<file path="src/rtl/core/skrt_pkg.sv">
// ----------------------------------------------------------------------------
// skrt_pkg: shared types and codes for the sorted keyed record table
// Record layout, operation and status codes, sequencer states, compare result.
// ----------------------------------------------------------------------------
package skrt_pkg;

   localparam int CAPACITY_DFLT = 16;

   localparam int ID_W     = 32;
   localparam int AGE_W    = 8;
   localparam int SALARY_W = 32;
   localparam int OP_W     = 2;
   localparam int STATUS_W = 2;
   localparam int COUNT_W  = 5;

   localparam logic [OP_W-1:0] OP_INSERT = 2'd0;
   localparam logic [OP_W-1:0] OP_SEARCH = 2'd1;
   localparam logic [OP_W-1:0] OP_DELETE = 2'd2;

   localparam logic [STATUS_W-1:0] STATUS_OK       = 2'd0;
   localparam logic [STATUS_W-1:0] STATUS_NOTFOUND = 2'd1;
   localparam logic [STATUS_W-1:0] STATUS_FULL     = 2'd2;

   typedef struct packed {
      logic signed [ID_W-1:0] id;
      logic [AGE_W-1:0]       age;
      logic [SALARY_W-1:0]    salary;
   } record_type;

   typedef struct packed {
      logic eq;   // entry id equals key
      logic ge;   // entry id >= key, signed
   } cmp_res_type;

   typedef enum logic [2:0] {
      ST_IDLE,
      ST_READ,
      ST_CHECK,
      ST_WRITE_NEW,
      ST_RESP
   } state_type;

endpackage

</file>
<file path="src/rtl/core/skrt_ifs.sv">
// ----------------------------------------------------------------------------
// skrt_ifs: request and response channels of the record table
// Valid/ready channels; a beat moves when valid and ready are both high.
// ----------------------------------------------------------------------------
interface skrt_req_if;
   logic                                    valid;
   logic                                    ready;
   logic [skrt_pkg::OP_W-1:0]               op;
   logic signed [skrt_pkg::ID_W-1:0]        rec_id;
   logic [skrt_pkg::AGE_W-1:0]              rec_age;
   logic [skrt_pkg::SALARY_W-1:0]           rec_salary;

   modport source (output valid, op, rec_id, rec_age, rec_salary, input ready);
   modport sink   (input valid, op, rec_id, rec_age, rec_salary, output ready);
endinterface

interface skrt_rsp_if;
   logic                                    valid;
   logic                                    ready;
   logic [skrt_pkg::STATUS_W-1:0]           status;
   logic signed [skrt_pkg::ID_W-1:0]        found_id;
   logic [skrt_pkg::AGE_W-1:0]              found_age;
   logic [skrt_pkg::SALARY_W-1:0]           found_salary;
   logic [skrt_pkg::COUNT_W-1:0]            entry_count;

   modport source (output valid, status, found_id, found_age, found_salary,
                   entry_count, input ready);
   modport sink   (input valid, status, found_id, found_age, found_salary,
                   entry_count, output ready);
endinterface

</file>
<file path="src/rtl/core/skrt_ram.sv">
// ----------------------------------------------------------------------------
// skrt_ram: record store
// One write port, one read port with registered read data.
// ----------------------------------------------------------------------------
module skrt_ram #(
   parameter int DEPTH = skrt_pkg::CAPACITY_DFLT
) (
   input  logic                       clock,
   input  logic                       wr_en,
   input  logic [$clog2(DEPTH)-1:0]   wr_addr,
   input  skrt_pkg::record_type       wr_data,
   input  logic                       rd_en,
   input  logic [$clog2(DEPTH)-1:0]   rd_addr,
   output skrt_pkg::record_type       rd_data
);

   skrt_pkg::record_type mem [DEPTH];
   skrt_pkg::record_type rd_data_ff;

   always_ff @(posedge clock) begin
      if (wr_en) begin
         mem[wr_addr] <= wr_data;
      end
   end

   // read data holds until the next read
   always_ff @(posedge clock) begin
      if (rd_en) begin
         rd_data_ff <= mem[rd_addr];
      end
   end

   assign rd_data = rd_data_ff;

endmodule

</file>
<file path="src/rtl/core/skrt_cmp.sv">
// ----------------------------------------------------------------------------
// skrt_cmp: shared id comparator
// Signed compare of a stored entry id against the operation key.
// ----------------------------------------------------------------------------
module skrt_cmp (
   input  logic signed [skrt_pkg::ID_W-1:0] entry_id,
   input  logic signed [skrt_pkg::ID_W-1:0] key_id,
   output skrt_pkg::cmp_res_type            res
);

   assign res.eq = (entry_id == key_id);
   assign res.ge = (entry_id >= key_id);

endmodule

</file>
<file path="src/rtl/core/sorted_keyed_record_table.sv">
// ----------------------------------------------------------------------------
// sorted_keyed_record_table: bounded record table kept in ascending id order
//
//  channel  dir  handshake      payload
//  req_chan in   valid/ready    op, rec_id, rec_age, rec_salary
//  rsp_chan out  valid/ready    status, found_id, found_age, found_salary,
//                               entry_count
//
// Each entry visited takes a memory read, then a compare and move, on the
// store with one write port, one read port and one shared comparator.
// Insert walks down from the top shifting entries up; search and delete walk
// up from the bottom, delete shifting the tail down after the match.
// Reset is synchronous and empties the table; stored data is not cleared.
// req_chan.ready is low while an operation runs; the finished beat waits in
// an output register, so the next request is taken while it stalls.
// ----------------------------------------------------------------------------
module sorted_keyed_record_table #(
   parameter int CAPACITY = skrt_pkg::CAPACITY_DFLT
) (
   input logic          clock,
   input logic          reset,
   skrt_req_if.sink     req_chan,
   skrt_rsp_if.source   rsp_chan
);

   localparam int IDX_W = $clog2(CAPACITY);
   localparam int CNT_W = $clog2(CAPACITY + 1);
   localparam logic [CNT_W-1:0] CAP_CNT = CNT_W'(CAPACITY);
   localparam logic [CNT_W+skrt_pkg::COUNT_W-1:0] CAP_WIDE =
      (CNT_W + skrt_pkg::COUNT_W)'(CAPACITY);

   skrt_pkg::state_type               state_ff, state_in;
   logic [skrt_pkg::OP_W-1:0]         op_ff, op_in;
   skrt_pkg::record_type              new_rec_ff, new_rec_in;
   logic [IDX_W-1:0]                  idx_ff, idx_in;
   logic [CNT_W-1:0]                  count_ff, count_in;
   logic                              shift_ff, shift_in;
   logic [skrt_pkg::STATUS_W-1:0]     res_status_ff, res_status_in;

   logic                              rsp_valid_ff, rsp_valid_in;
   logic [skrt_pkg::STATUS_W-1:0]     rsp_status_ff, rsp_status_in;
   skrt_pkg::record_type              rsp_rec_ff, rsp_rec_in;
   logic [skrt_pkg::COUNT_W-1:0]      rsp_count_ff, rsp_count_in;

   logic                              ram_we, ram_re;
   logic [IDX_W-1:0]                  ram_waddr;
   skrt_pkg::record_type              ram_wdata, ram_rdata;
   skrt_pkg::cmp_res_type             cmp_res;

   logic                              req_beat;
   logic                              idx_last;
   logic [CNT_W+skrt_pkg::COUNT_W-1:0] count_wide;

   skrt_ram #(.DEPTH(CAPACITY)) u_ram (
      .clock   (clock),
      .wr_en   (ram_we),
      .wr_addr (ram_waddr),
      .wr_data (ram_wdata),
      .rd_en   (ram_re),
      .rd_addr (idx_ff),
      .rd_data (ram_rdata)
   );

   skrt_cmp u_cmp (
      .entry_id (ram_rdata.id),
      .key_id   (new_rec_ff.id),
      .res      (cmp_res)
   );

   assign req_chan.ready = (state_ff == skrt_pkg::ST_IDLE);
   assign req_beat       = req_chan.valid & req_chan.ready;
   assign idx_last       = ((CNT_W'(idx_ff) + CNT_W'(1)) == count_ff);
   assign count_wide     = {{skrt_pkg::COUNT_W{1'b0}}, count_ff};

   assign rsp_chan.valid        = rsp_valid_ff;
   assign rsp_chan.status       = rsp_status_ff;
   assign rsp_chan.found_id     = rsp_rec_ff.id;
   assign rsp_chan.found_age    = rsp_rec_ff.age;
   assign rsp_chan.found_salary = rsp_rec_ff.salary;
   assign rsp_chan.entry_count  = rsp_count_ff;

   always_ff @(posedge clock) begin
      if (reset) begin
         state_ff     <= skrt_pkg::ST_IDLE;
         count_ff     <= '0;
         rsp_valid_ff <= 1'b0;
      end else begin
         state_ff     <= state_in;
         count_ff     <= count_in;
         rsp_valid_ff <= rsp_valid_in;
      end
   end

   always_ff @(posedge clock) begin
      op_ff         <= op_in;
      new_rec_ff    <= new_rec_in;
      idx_ff        <= idx_in;
      shift_ff      <= shift_in;
      res_status_ff <= res_status_in;
      rsp_status_ff <= rsp_status_in;
      rsp_rec_ff    <= rsp_rec_in;
      rsp_count_ff  <= rsp_count_in;
   end

   always_comb begin
      state_in      = state_ff;
      op_in         = op_ff;
      new_rec_in    = new_rec_ff;
      idx_in        = idx_ff;
      count_in      = count_ff;
      shift_in      = shift_ff;
      res_status_in = res_status_ff;
      rsp_valid_in  = rsp_valid_ff & ~rsp_chan.ready;
      rsp_status_in = rsp_status_ff;
      rsp_rec_in    = rsp_rec_ff;
      rsp_count_in  = rsp_count_ff;
      ram_we        = 1'b0;
      ram_re        = 1'b0;
      ram_waddr     = idx_ff;
      ram_wdata     = ram_rdata;

      case (state_ff)
         skrt_pkg::ST_IDLE: begin
            if (req_beat) begin
               op_in             = req_chan.op;
               new_rec_in.id     = req_chan.rec_id;
               new_rec_in.age    = req_chan.rec_age;
               new_rec_in.salary = req_chan.rec_salary;
               shift_in          = 1'b0;
               idx_in            = '0;
               res_status_in     = skrt_pkg::STATUS_OK;
               case (req_chan.op)
                  skrt_pkg::OP_INSERT: begin
                     if (count_ff == CAP_CNT) begin
                        res_status_in = skrt_pkg::STATUS_FULL;
                        state_in      = skrt_pkg::ST_RESP;
                     end else if (count_ff == '0) begin
                        state_in = skrt_pkg::ST_WRITE_NEW;
                     end else begin
                        idx_in   = IDX_W'(count_ff - CNT_W'(1));
                        state_in = skrt_pkg::ST_READ;
                     end
                  end
                  skrt_pkg::OP_SEARCH, skrt_pkg::OP_DELETE: begin
                     if (count_ff == '0) begin
                        res_status_in = skrt_pkg::STATUS_NOTFOUND;
                        state_in      = skrt_pkg::ST_RESP;
                     end else begin
                        state_in = skrt_pkg::ST_READ;
                     end
                  end
                  default: begin
                     state_in = skrt_pkg::ST_RESP;
                  end
               endcase
            end
         end

         skrt_pkg::ST_READ: begin
            ram_re   = 1'b1;
            state_in = skrt_pkg::ST_CHECK;
         end

         skrt_pkg::ST_CHECK: begin
            case (op_ff)
               skrt_pkg::OP_INSERT: begin
                  // table is sorted: move entries >= key up until a smaller one
                  if (cmp_res.ge) begin
                     ram_we    = 1'b1;
                     ram_waddr = idx_ff + IDX_W'(1);
                     if (idx_ff == '0) begin
                        state_in = skrt_pkg::ST_WRITE_NEW;
                     end else begin
                        idx_in   = idx_ff - IDX_W'(1);
                        state_in = skrt_pkg::ST_READ;
                     end
                  end else begin
                     idx_in   = idx_ff + IDX_W'(1);
                     state_in = skrt_pkg::ST_WRITE_NEW;
                  end
               end
               skrt_pkg::OP_SEARCH: begin
                  if (cmp_res.eq) begin
                     state_in = skrt_pkg::ST_RESP;
                  end else if (idx_last) begin
                     res_status_in = skrt_pkg::STATUS_NOTFOUND;
                     state_in      = skrt_pkg::ST_RESP;
                  end else begin
                     idx_in   = idx_ff + IDX_W'(1);
                     state_in = skrt_pkg::ST_READ;
                  end
               end
               skrt_pkg::OP_DELETE: begin
                  if (shift_ff) begin
                     ram_we    = 1'b1;
                     ram_waddr = idx_ff - IDX_W'(1);
                  end
                  if (shift_ff || cmp_res.eq) begin
                     shift_in = 1'b1;
                     if (idx_last) begin
                        count_in = count_ff - CNT_W'(1);
                        state_in = skrt_pkg::ST_RESP;
                     end else begin
                        idx_in   = idx_ff + IDX_W'(1);
                        state_in = skrt_pkg::ST_READ;
                     end
                  end else if (idx_last) begin
                     res_status_in = skrt_pkg::STATUS_NOTFOUND;
                     state_in      = skrt_pkg::ST_RESP;
                  end else begin
                     idx_in   = idx_ff + IDX_W'(1);
                     state_in = skrt_pkg::ST_READ;
                  end
               end
               default: begin
                  state_in = skrt_pkg::ST_RESP;
               end
            endcase
         end

         skrt_pkg::ST_WRITE_NEW: begin
            ram_we    = 1'b1;
            ram_wdata = new_rec_ff;
            count_in  = count_ff + CNT_W'(1);
            state_in  = skrt_pkg::ST_RESP;
         end

         skrt_pkg::ST_RESP: begin
            // read data still holds the matched entry of a search
            if (!rsp_valid_ff || rsp_chan.ready) begin
               rsp_valid_in  = 1'b1;
               rsp_status_in = res_status_ff;
               rsp_count_in  = count_wide[skrt_pkg::COUNT_W-1:0];
               if (op_ff == skrt_pkg::OP_SEARCH &&
                   res_status_ff == skrt_pkg::STATUS_OK) begin
                  rsp_rec_in = ram_rdata;
               end else begin
                  rsp_rec_in = '0;
               end
               state_in = skrt_pkg::ST_IDLE;
            end
         end

         default: begin
            state_in = skrt_pkg::ST_IDLE;
         end
      endcase
   end

   a_count_bound: assert property (@(posedge clock) disable iff (reset)
      count_ff <= CAP_CNT)
      else $error("entry count beyond capacity");

   a_count_step: assert property (@(posedge clock) disable iff (reset)
      1'b1 |=> (count_ff == $past(count_ff) ||
                count_ff == $past(count_ff) + CNT_W'(1) ||
                count_ff == $past(count_ff) - CNT_W'(1)))
      else $error("entry count moved by more than one");

   a_busy_after_beat: assert property (@(posedge clock) disable iff (reset)
      req_beat |=> state_ff != skrt_pkg::ST_IDLE)
      else $error("request beat did not start an operation");

   a_full_count: assert property (@(posedge clock) disable iff (reset)
      (rsp_valid_ff && rsp_status_ff == skrt_pkg::STATUS_FULL) |->
         rsp_count_ff == CAP_WIDE[skrt_pkg::COUNT_W-1:0])
      else $error("full status with table not full");

   a_miss_zero: assert property (@(posedge clock) disable iff (reset)
      (rsp_valid_ff && rsp_status_ff != skrt_pkg::STATUS_OK) |->
         rsp_rec_ff == '0)
      else $error("found fields set on a failed operation");

endmodule

</file>
<file path="src/flat_wrapper.sv">
// flat-port wrapper written by rule: the top's interface ports become plain ports
module sorted_keyed_record_table_flat 
#(
   parameter int CAPACITY = skrt_pkg::CAPACITY_DFLT
)
  (clock, reset, req_chan_valid, req_chan_op, req_chan_rec_id, req_chan_rec_age, req_chan_rec_salary, req_chan_ready, rsp_chan_valid, rsp_chan_status, rsp_chan_found_id, rsp_chan_found_age, rsp_chan_found_salary, rsp_chan_entry_count, rsp_chan_ready);
  skrt_req_if req_chan_i ();
  skrt_rsp_if rsp_chan_i ();
  input logic clock;
  input logic reset;
  input wire logic [$bits(req_chan_i.valid)-1:0] req_chan_valid;
  input wire logic [$bits(req_chan_i.op)-1:0] req_chan_op;
  input wire logic [$bits(req_chan_i.rec_id)-1:0] req_chan_rec_id;
  input wire logic [$bits(req_chan_i.rec_age)-1:0] req_chan_rec_age;
  input wire logic [$bits(req_chan_i.rec_salary)-1:0] req_chan_rec_salary;
  output wire logic [$bits(req_chan_i.ready)-1:0] req_chan_ready;
  output wire logic [$bits(rsp_chan_i.valid)-1:0] rsp_chan_valid;
  output wire logic [$bits(rsp_chan_i.status)-1:0] rsp_chan_status;
  output wire logic [$bits(rsp_chan_i.found_id)-1:0] rsp_chan_found_id;
  output wire logic [$bits(rsp_chan_i.found_age)-1:0] rsp_chan_found_age;
  output wire logic [$bits(rsp_chan_i.found_salary)-1:0] rsp_chan_found_salary;
  output wire logic [$bits(rsp_chan_i.entry_count)-1:0] rsp_chan_entry_count;
  input wire logic [$bits(rsp_chan_i.ready)-1:0] rsp_chan_ready;
  assign req_chan_i.valid = req_chan_valid;
  assign req_chan_i.op = req_chan_op;
  assign req_chan_i.rec_id = req_chan_rec_id;
  assign req_chan_i.rec_age = req_chan_rec_age;
  assign req_chan_i.rec_salary = req_chan_rec_salary;
  assign req_chan_ready = req_chan_i.ready;
  assign rsp_chan_valid = rsp_chan_i.valid;
  assign rsp_chan_status = rsp_chan_i.status;
  assign rsp_chan_found_id = rsp_chan_i.found_id;
  assign rsp_chan_found_age = rsp_chan_i.found_age;
  assign rsp_chan_found_salary = rsp_chan_i.found_salary;
  assign rsp_chan_entry_count = rsp_chan_i.entry_count;
  assign rsp_chan_i.ready = rsp_chan_ready;
  sorted_keyed_record_table #(.CAPACITY(CAPACITY)) u_core (.clock(clock), .reset(reset), .req_chan(req_chan_i), .rsp_chan(rsp_chan_i));
endmodule
</file>
<file path="config.mk">
export PLATFORM = sky130hd
export DESIGN_NAME = sorted_keyed_record_table_flat
export DESIGN_NICKNAME = d
export VERILOG_FILES = /design/src/rtl/core/skrt_pkg.sv /design/src/rtl/core/skrt_ifs.sv /design/src/rtl/core/skrt_ram.sv /design/src/rtl/core/skrt_cmp.sv /design/src/rtl/core/sorted_keyed_record_table.sv /design/src/flat_wrapper.sv
export SDC_FILE = /design/constraint.sdc
export NUM_CORES = 1
export LEC_CHECK = 0
export ABC_AREA = 1
export BUFFER_PORTS_ARGS = -buffer_cell sky130_fd_sc_hd__buf_2
export CAP_MARGIN = 20
export CORE_MARGIN = 3
export CORE_UTILIZATION = 60
export CTS_BUF_LIST = sky130_fd_sc_hd__clkbuf_8
export CTS_CLUSTER_SIZE = 40
export DETAILED_ROUTE_END_ITERATION = 12
export GPL_TIMING_DRIVEN = 0
export PLACE_DENSITY = 0.76
export SLEW_MARGIN = 5
export SYNTH_ARGS = -nofsm -noshare
export SYNTH_HDL_FRONTEND = slang
export SYNTH_SLANG_ARGS = --single-unit
export TNS_END_PERCENT = 20
</file>
<file path="constraint.sdc">
create_clock -name clock -period 6.8 [get_ports clock]
set_input_delay 1.02 -clock clock [delete_from_list [all_inputs] [get_ports clock]]
set_output_delay 1.02 -clock clock [all_outputs]
set_load 0.01 [all_outputs]
</file>
---- Word level (Yosys, flattened, before mapping) ----
Memory sizes are Yosys's and may differ from the RTL's. A register that Yosys moved wholly into a read port is not among the register bits.
Index checks and enable logic that the tools add are counted.
storage, ports and cells
  output and inout bits ................... 81
  input port bits ......................... 78
  memory bits (writable) .................. 1,152
  memories ................................ 1
  logic and storage cells ................. 119
  bits in registers ....................... 169
memory list
  memory            words  bits a word  read ports  clocked after Yosys merged registers in  write ports  RTL line        RTL
  u_core.u_ram.mem  16     72           1           1                                        1            skrt_ram.sv:17  skrt_pkg::record_type mem [DEPTH];
cells by class
  equality and inequality tests ........... 21
  bitwise gates (word level) .............. 3
  reductions and logical operators ........ 20
  multiplexer cells ....................... 53
  order comparisons ....................... 1
  add/sub/neg operators ................... 5
operators by type and width
  cell                                                    number
  2-to-1 mux 72 bit                                       1
  2-to-1 mux 4 bit                                        11
  == test 32 bit                                          1
  >= comparator 32 bit                                    1
  2-to-1 mux 3 bit                                        6
  2-to-1 mux 2 bit                                        8
  one-hot mux 4 bit (2 select lines)                      2
  2-to-1 mux 5 bit                                        3
  one-hot mux 3 bit (5 select lines)                      1
  one-hot mux 2 bit (2 select lines)                      3
  one-hot mux 4 bit (3 select lines)                      1
  2-to-1 mux 1 bit                                        11
  one-hot mux 5 bit (2 select lines)                      1
  AND reduction 5 bit                                     2
  one-hot mux 3 bit (3 select lines)                      1
  inequality test 2 x 1 -> 1 bit (second input constant)  4
  AND reduction 4 bit                                     2
  == test 3 x 2 -> 1 bit (second input constant)          2
  logical NOT 2 bit                                       3
  inequality test 3 bit (second input constant)           2
  one-hot mux 1 bit (2 select lines)                      3
  one-hot mux 3 bit (2 select lines)                      1
  AND reduction 2 bit                                     3
  adder 4 x 1 -> 5 bit (second input constant)            1
  other kinds (24)                                        29

---- Longest topological paths before layout ----
  depth after elaboration ................. 6
  depth in mapped cells ................... 22
  depth with buffers taken out ............ 22

---- By module ----
A second synthesis with hierarchy kept.
second synthesis, totals
  cells, all modules ...................... 5,587
  area total of the unflattened synthesis .. 59,851.2 um^2
by module, submodules not included
  module                     times used  sequential area each (um^2)  cells an instance  area each (um^2)
  skrt_ram                   1           36,755.3                     4,731              51,429.3
  sorted_keyed_record_table  1           4,984.8                      705                7,513.5
  skrt_cmp                   1           0.0                          151                908.4

---- Worst setup path before layout ----
No wires, ideal clock.
  path kind ............................... reg-to-reg
  start point ............................. register u_core.state_ff[2]
  end point ............................... register, netlist name u_core.u_ram.rd_data[0]
  required time ........................... 6.207 ns
  arrival time ............................ 5.326 ns
  cell stages (with the launch flop) ...... 2
  period minus slack after synthesis ...... 5.920 ns
  path slack .............................. 0.880 ns
  cells stage by stage .................... dfxtp_1 > nor3_1
on the way
  longest elaborated chain between the ends .. 2
RTL lines
  what                    RTL line                          RTL
  from (decl)             sorted_keyed_record_table.sv:32   skrt_pkg::state_type state_ff, state_in;
  from (signal assigned)  sorted_keyed_record_table.sv:84   state_ff <= skrt_pkg::ST_IDLE;
  from (signal assigned)  sorted_keyed_record_table.sv:88   state_ff <= state_in;
  == test 3 x 1 -> 1 bit  sorted_keyed_record_table.sv:122  case (state_ff)
  2-to-1 mux 1 bit        sorted_keyed_record_table.sv:122
No other way between the ends.
A chain may end at the register's enable or synchronous reset.

---- Worst setup path in the final report ----
  start point ............................. register u_core.idx_ff[1]
  end point ............................... memory u_core.u_ram.mem[3][25] (netlist bit) (enable)
on the way
  longest elaborated chain between the ends .. 4
  elaborated cells between the ends (all ways) .. 6
  those cells by class .................... 2 x add/sub; 4 x mux
RTL lines
  what                                                                      RTL line                                                            RTL
  from (decl)                                                               sorted_keyed_record_table.sv:35                                     logic [IDX_W-1:0] idx_ff, idx_in;
  from (signal assigned)                                                    sorted_keyed_record_table.sv:97                                     idx_ff <= idx_in;
  subtractor 4 x 1 -> 4 bit / adder 4 x 1 -> 4 bit (equally long branches)  sorted_keyed_record_table.sv:196, sorted_keyed_record_table.sv:170
  2-to-1 mux 4 bit (on tied branches)                                       sorted_keyed_record_table.sv:194, sorted_keyed_record_table.sv:168
  one-hot mux 4 bit (2 select lines)                                        sorted_keyed_record_table.sv:165                                    case (op_ff)
  2-to-1 mux 4 bit *                                                        sorted_keyed_record_table.sv:122
  to (decl)                                                                 skrt_ram.sv:17
Mark *: on every way between the ends. The rest lies on a longest branch, timed or not.

==> summary.txt <==
min-delay worst type: input port to flop
arrival time worst endpoint: 5.77 ns
fmax: 191 MHz
Post-DRT Antenna Nets: 0
PwrDens: 302 nW/um^2
Initial DRC Count: 5,325
critical path fanouts, max: 26
crit-path max cell delay: 0.88 ns
synthesized area: 54,600 um^2
Leak: 21.2 nW
Max VDD drop: 264 uV
FF-to-FF setup slack: 1.57 ns
Hold Vio Cnt, Final: 0
cell count after synthesis: 4,053
cell chain of the critical path: clkbuf_1, inv_1, clkbuf_2, clkbuf_1, ha_1, inv_1, nand2_1, nand3_1, nand2_2, nand4_2, nor2_4, buf_12
global-route wire length before repair: 219,000 um
die height: 308 um
worst-skew pair later-pin latency: 0.88 ns
post-DP HPWL: 99,000 um
CTS tree: yes
total iterations of the first detailed-routing run: 8
synthesized flop and latch total: 1,393
delay-heaviest family, CP: buffers and inverters
Placed Cells: 5,499
CP startpoint kind: flop
hold slack: 0.303 ns
largest net degree at the start of global routing: 30
Syn Nets: 4,173
synthesis-to-layout area growth: 14.4%
Routed WL per cell: 25.1 um
Synth area leader: edfxtp_1
min-delay src: req_chan_rec_salary[0]
Worst path slowest cell: clkbuf_1
FP Rows: 110
Final period util: 76.9%
sequential fraction of the synthesis area: 76.4%
Final nets: 4,659
# clock sinks: 1,393
Hold-fix buffers, CTS: 0
worst path bufs/invs: 6
Post-CTS Resized: 0
Worst Skew: 0.0454 ns
Worst Setup End Kind: flop
run status: completed
effective utilization at floorplan: 60.6%
RSZ-0062 raised after global routing: false
YS warnings: 0
Max Cap Violations: 0
core area: 90,100 um^2
Post-Route WL: 148,000 um
storage element area: 41,700 um^2
Buffers on Ports: 158
syn avg cell area: 13.5 um^2
minimum clock period: 5.23 ns
GR Overflow Total: 0
area fraction of the dominant cell type after synthesis: 76.1%
dominant cells by area after synthesis: edfxtp_1 (76%), o21ai_0 (6.1%), nor2_1 (4.8%)
All-Layer GR Usage: 31.1%
boundary pin count: 159
share of cells above drive strength 1: 13.1%
# setup viols final: 0
fin. max-slew vios: 0
DRC violations left: 0
commonest cells after routing, fill and taps aside: edfxtp_1 (1,384), nor2_1 (675), o21ai_0 (602)
Layout Cells excl Fill: 5,878
CP Class: flop to flop
Filler cells: 5,846
WP data required: 7.34 ns
die area: 94,700 um^2
via count: 36,700
Unique masters post-synth: 45
Worst-path clk slew: 0.06 ns
routability cong.: 0.875
area occupied by multi-input gates: 11,400 um^2
CTS root buf: clkbuf_8
Max Buffers Root-to-Sink: 3
H-tree depth: 4
vias in the first global route: 36,500
slew of the pin with the lowest slew margin: 1.19 ns
initial antenna violation count: 10
# Post-CTS Setup Buffers: 0
FF-to-FF Start: u_core.idx_ff[1]$_DFFE_PP_
CP startpoint: u_core.idx_ff[1]$_DFFE_PP_
Slew headroom: 20.4%
cts bufs inserted: 210
DR vias/cell: 6.24
commonest non-fill, non-tap cell in the layout: edfxtp_1
Die W: 308 um
==> final timing paths <==
kind / endpoint / depth (start not counted)
max: u_core.u_ram.mem[3][25]$_DFFE_PP_ / 12
min: u_core.new_rec_ff[0]$_DFFE_PP_ / 1
max reg2reg: u_core.u_ram.mem[3][25]$_DFFE_PP_ / 12
min reg2reg: u_core.rsp_chan.status[0]$_DFFE_PP_ / 0
==> per-layer routing <==
metal	wire, um	global-route usage (%)	vias up	share of wire [%]
met4	6200	14.4	15	4.2
li1	-	-	16000	-
met5	169	0.607	-	0.11
met1	53600	40.2	17700	36
met2	69900	49.6	2520	47
met3	17700	8.42	470	12
==> logic make-up after synthesis <==
| family | after synthesis | share of synthesized area [%] |
|---|---|---|
| AO/OA/AOI/OAI | 1056 | 11.1 |
| XOR/XNOR | 10 | 0.160 |
| adder cells (fa/ha/maj) | 42 | 0.962 |
| buffers and inverters | 419 | 2.95 |
| flip-flops | 1393 | 76.4 |
| AND/OR/NAND/NOR | 1133 | 8.39 |
==> report_power, final <==
group	leakage, nW	internal (mW)	switching (mW)
registers	12.6	9.63	0.0458
clock network	2.15	3.23	3.19
logic	6.45	0.729	2.03
total	21.2	13.6	5.27
==> stage by stage <==
stage	power (mW)	setup WS (ns)	instance area, um^2	utilization, %	setup TNS [ns]
2_1_floorplan	11.4	0.880	54600	-	0
3_3_place_gp	12.4	-3.46	56900	63.1	-3746.52
3_5_place_dp	12.5	1.87	58600	65.0	0
4_1_cts	18.8	1.82	62400	69.3	0
5_1_grt	19.5	1.57	62500	69.3	0
6_report	18.9	1.57	62500	69.3	0
==> synth_stat cells (all sizes together) <==
cell,count
o211ai,55
o21a,2
ha,42
nor3,7
xnor2,3
a21o,1
o21bai,1
edfxtp,1384
o311ai,1
o22ai,199
or2,1
nand2,300
nor4,1
clkinv,1
nand4,14
o221ai,92
a211oi,1
inv,157
nor2,697
o32ai,1
a21oi,33
and2,1
clkbuf,215
o21ai,668
buf,46
a22oi,1
nand3,112
xor2,7
a31oi,1
dfxtp,9
==> worst reg2reg max path, cell delays in order (launching register included) <==
cell and delay, ns:
edfxtp_1 0.41, clkbuf_1 0.88, inv_1 0.22, clkbuf_2 0.55, clkbuf_1 0.45, ha_1 0.45, inv_1 0.10, nand2_1 0.08
nand3_1 0.10, nand2_2 0.14, nand4_2 0.35, nor2_4 0.85, buf_12 0.30
==> sequential cells by signal (all words and copies together), names as in the netlist <==
register	cells
u_core.state_ff	3
u_core.u_ram.mem	1152
u_core.rsp_chan.found_id	32
u_core.rsp_chan.valid	1
u_core.res_status_ff	2
u_core.shift_ff	1
u_core.count_ff	5
u_core.idx_ff	4
u_core.rsp_chan.found_age	8
u_core.op_ff	2
u_core.rsp_chan.found_salary	32
u_core.rsp_chan.status	2
u_core.u_ram.rd_data	72
u_core.new_rec_ff	72
u_core.rsp_chan.entry_count	5
==> area by class of cell <==
cell class / instances / area share [%]
inverter: 158 / 0.951
sequential: 1393 / 66.8
buffer: 261 / 1.64
clock inverter: 161 / 1.54
timing repair buffer: 274 / 3.76
tap: 1176 / 2.35
clock buffer: 211 / 4.65
antenna: 3 / 0.0120
multi-input combinational: 2241 / 18.3
(Power assumes the default switching activity.)
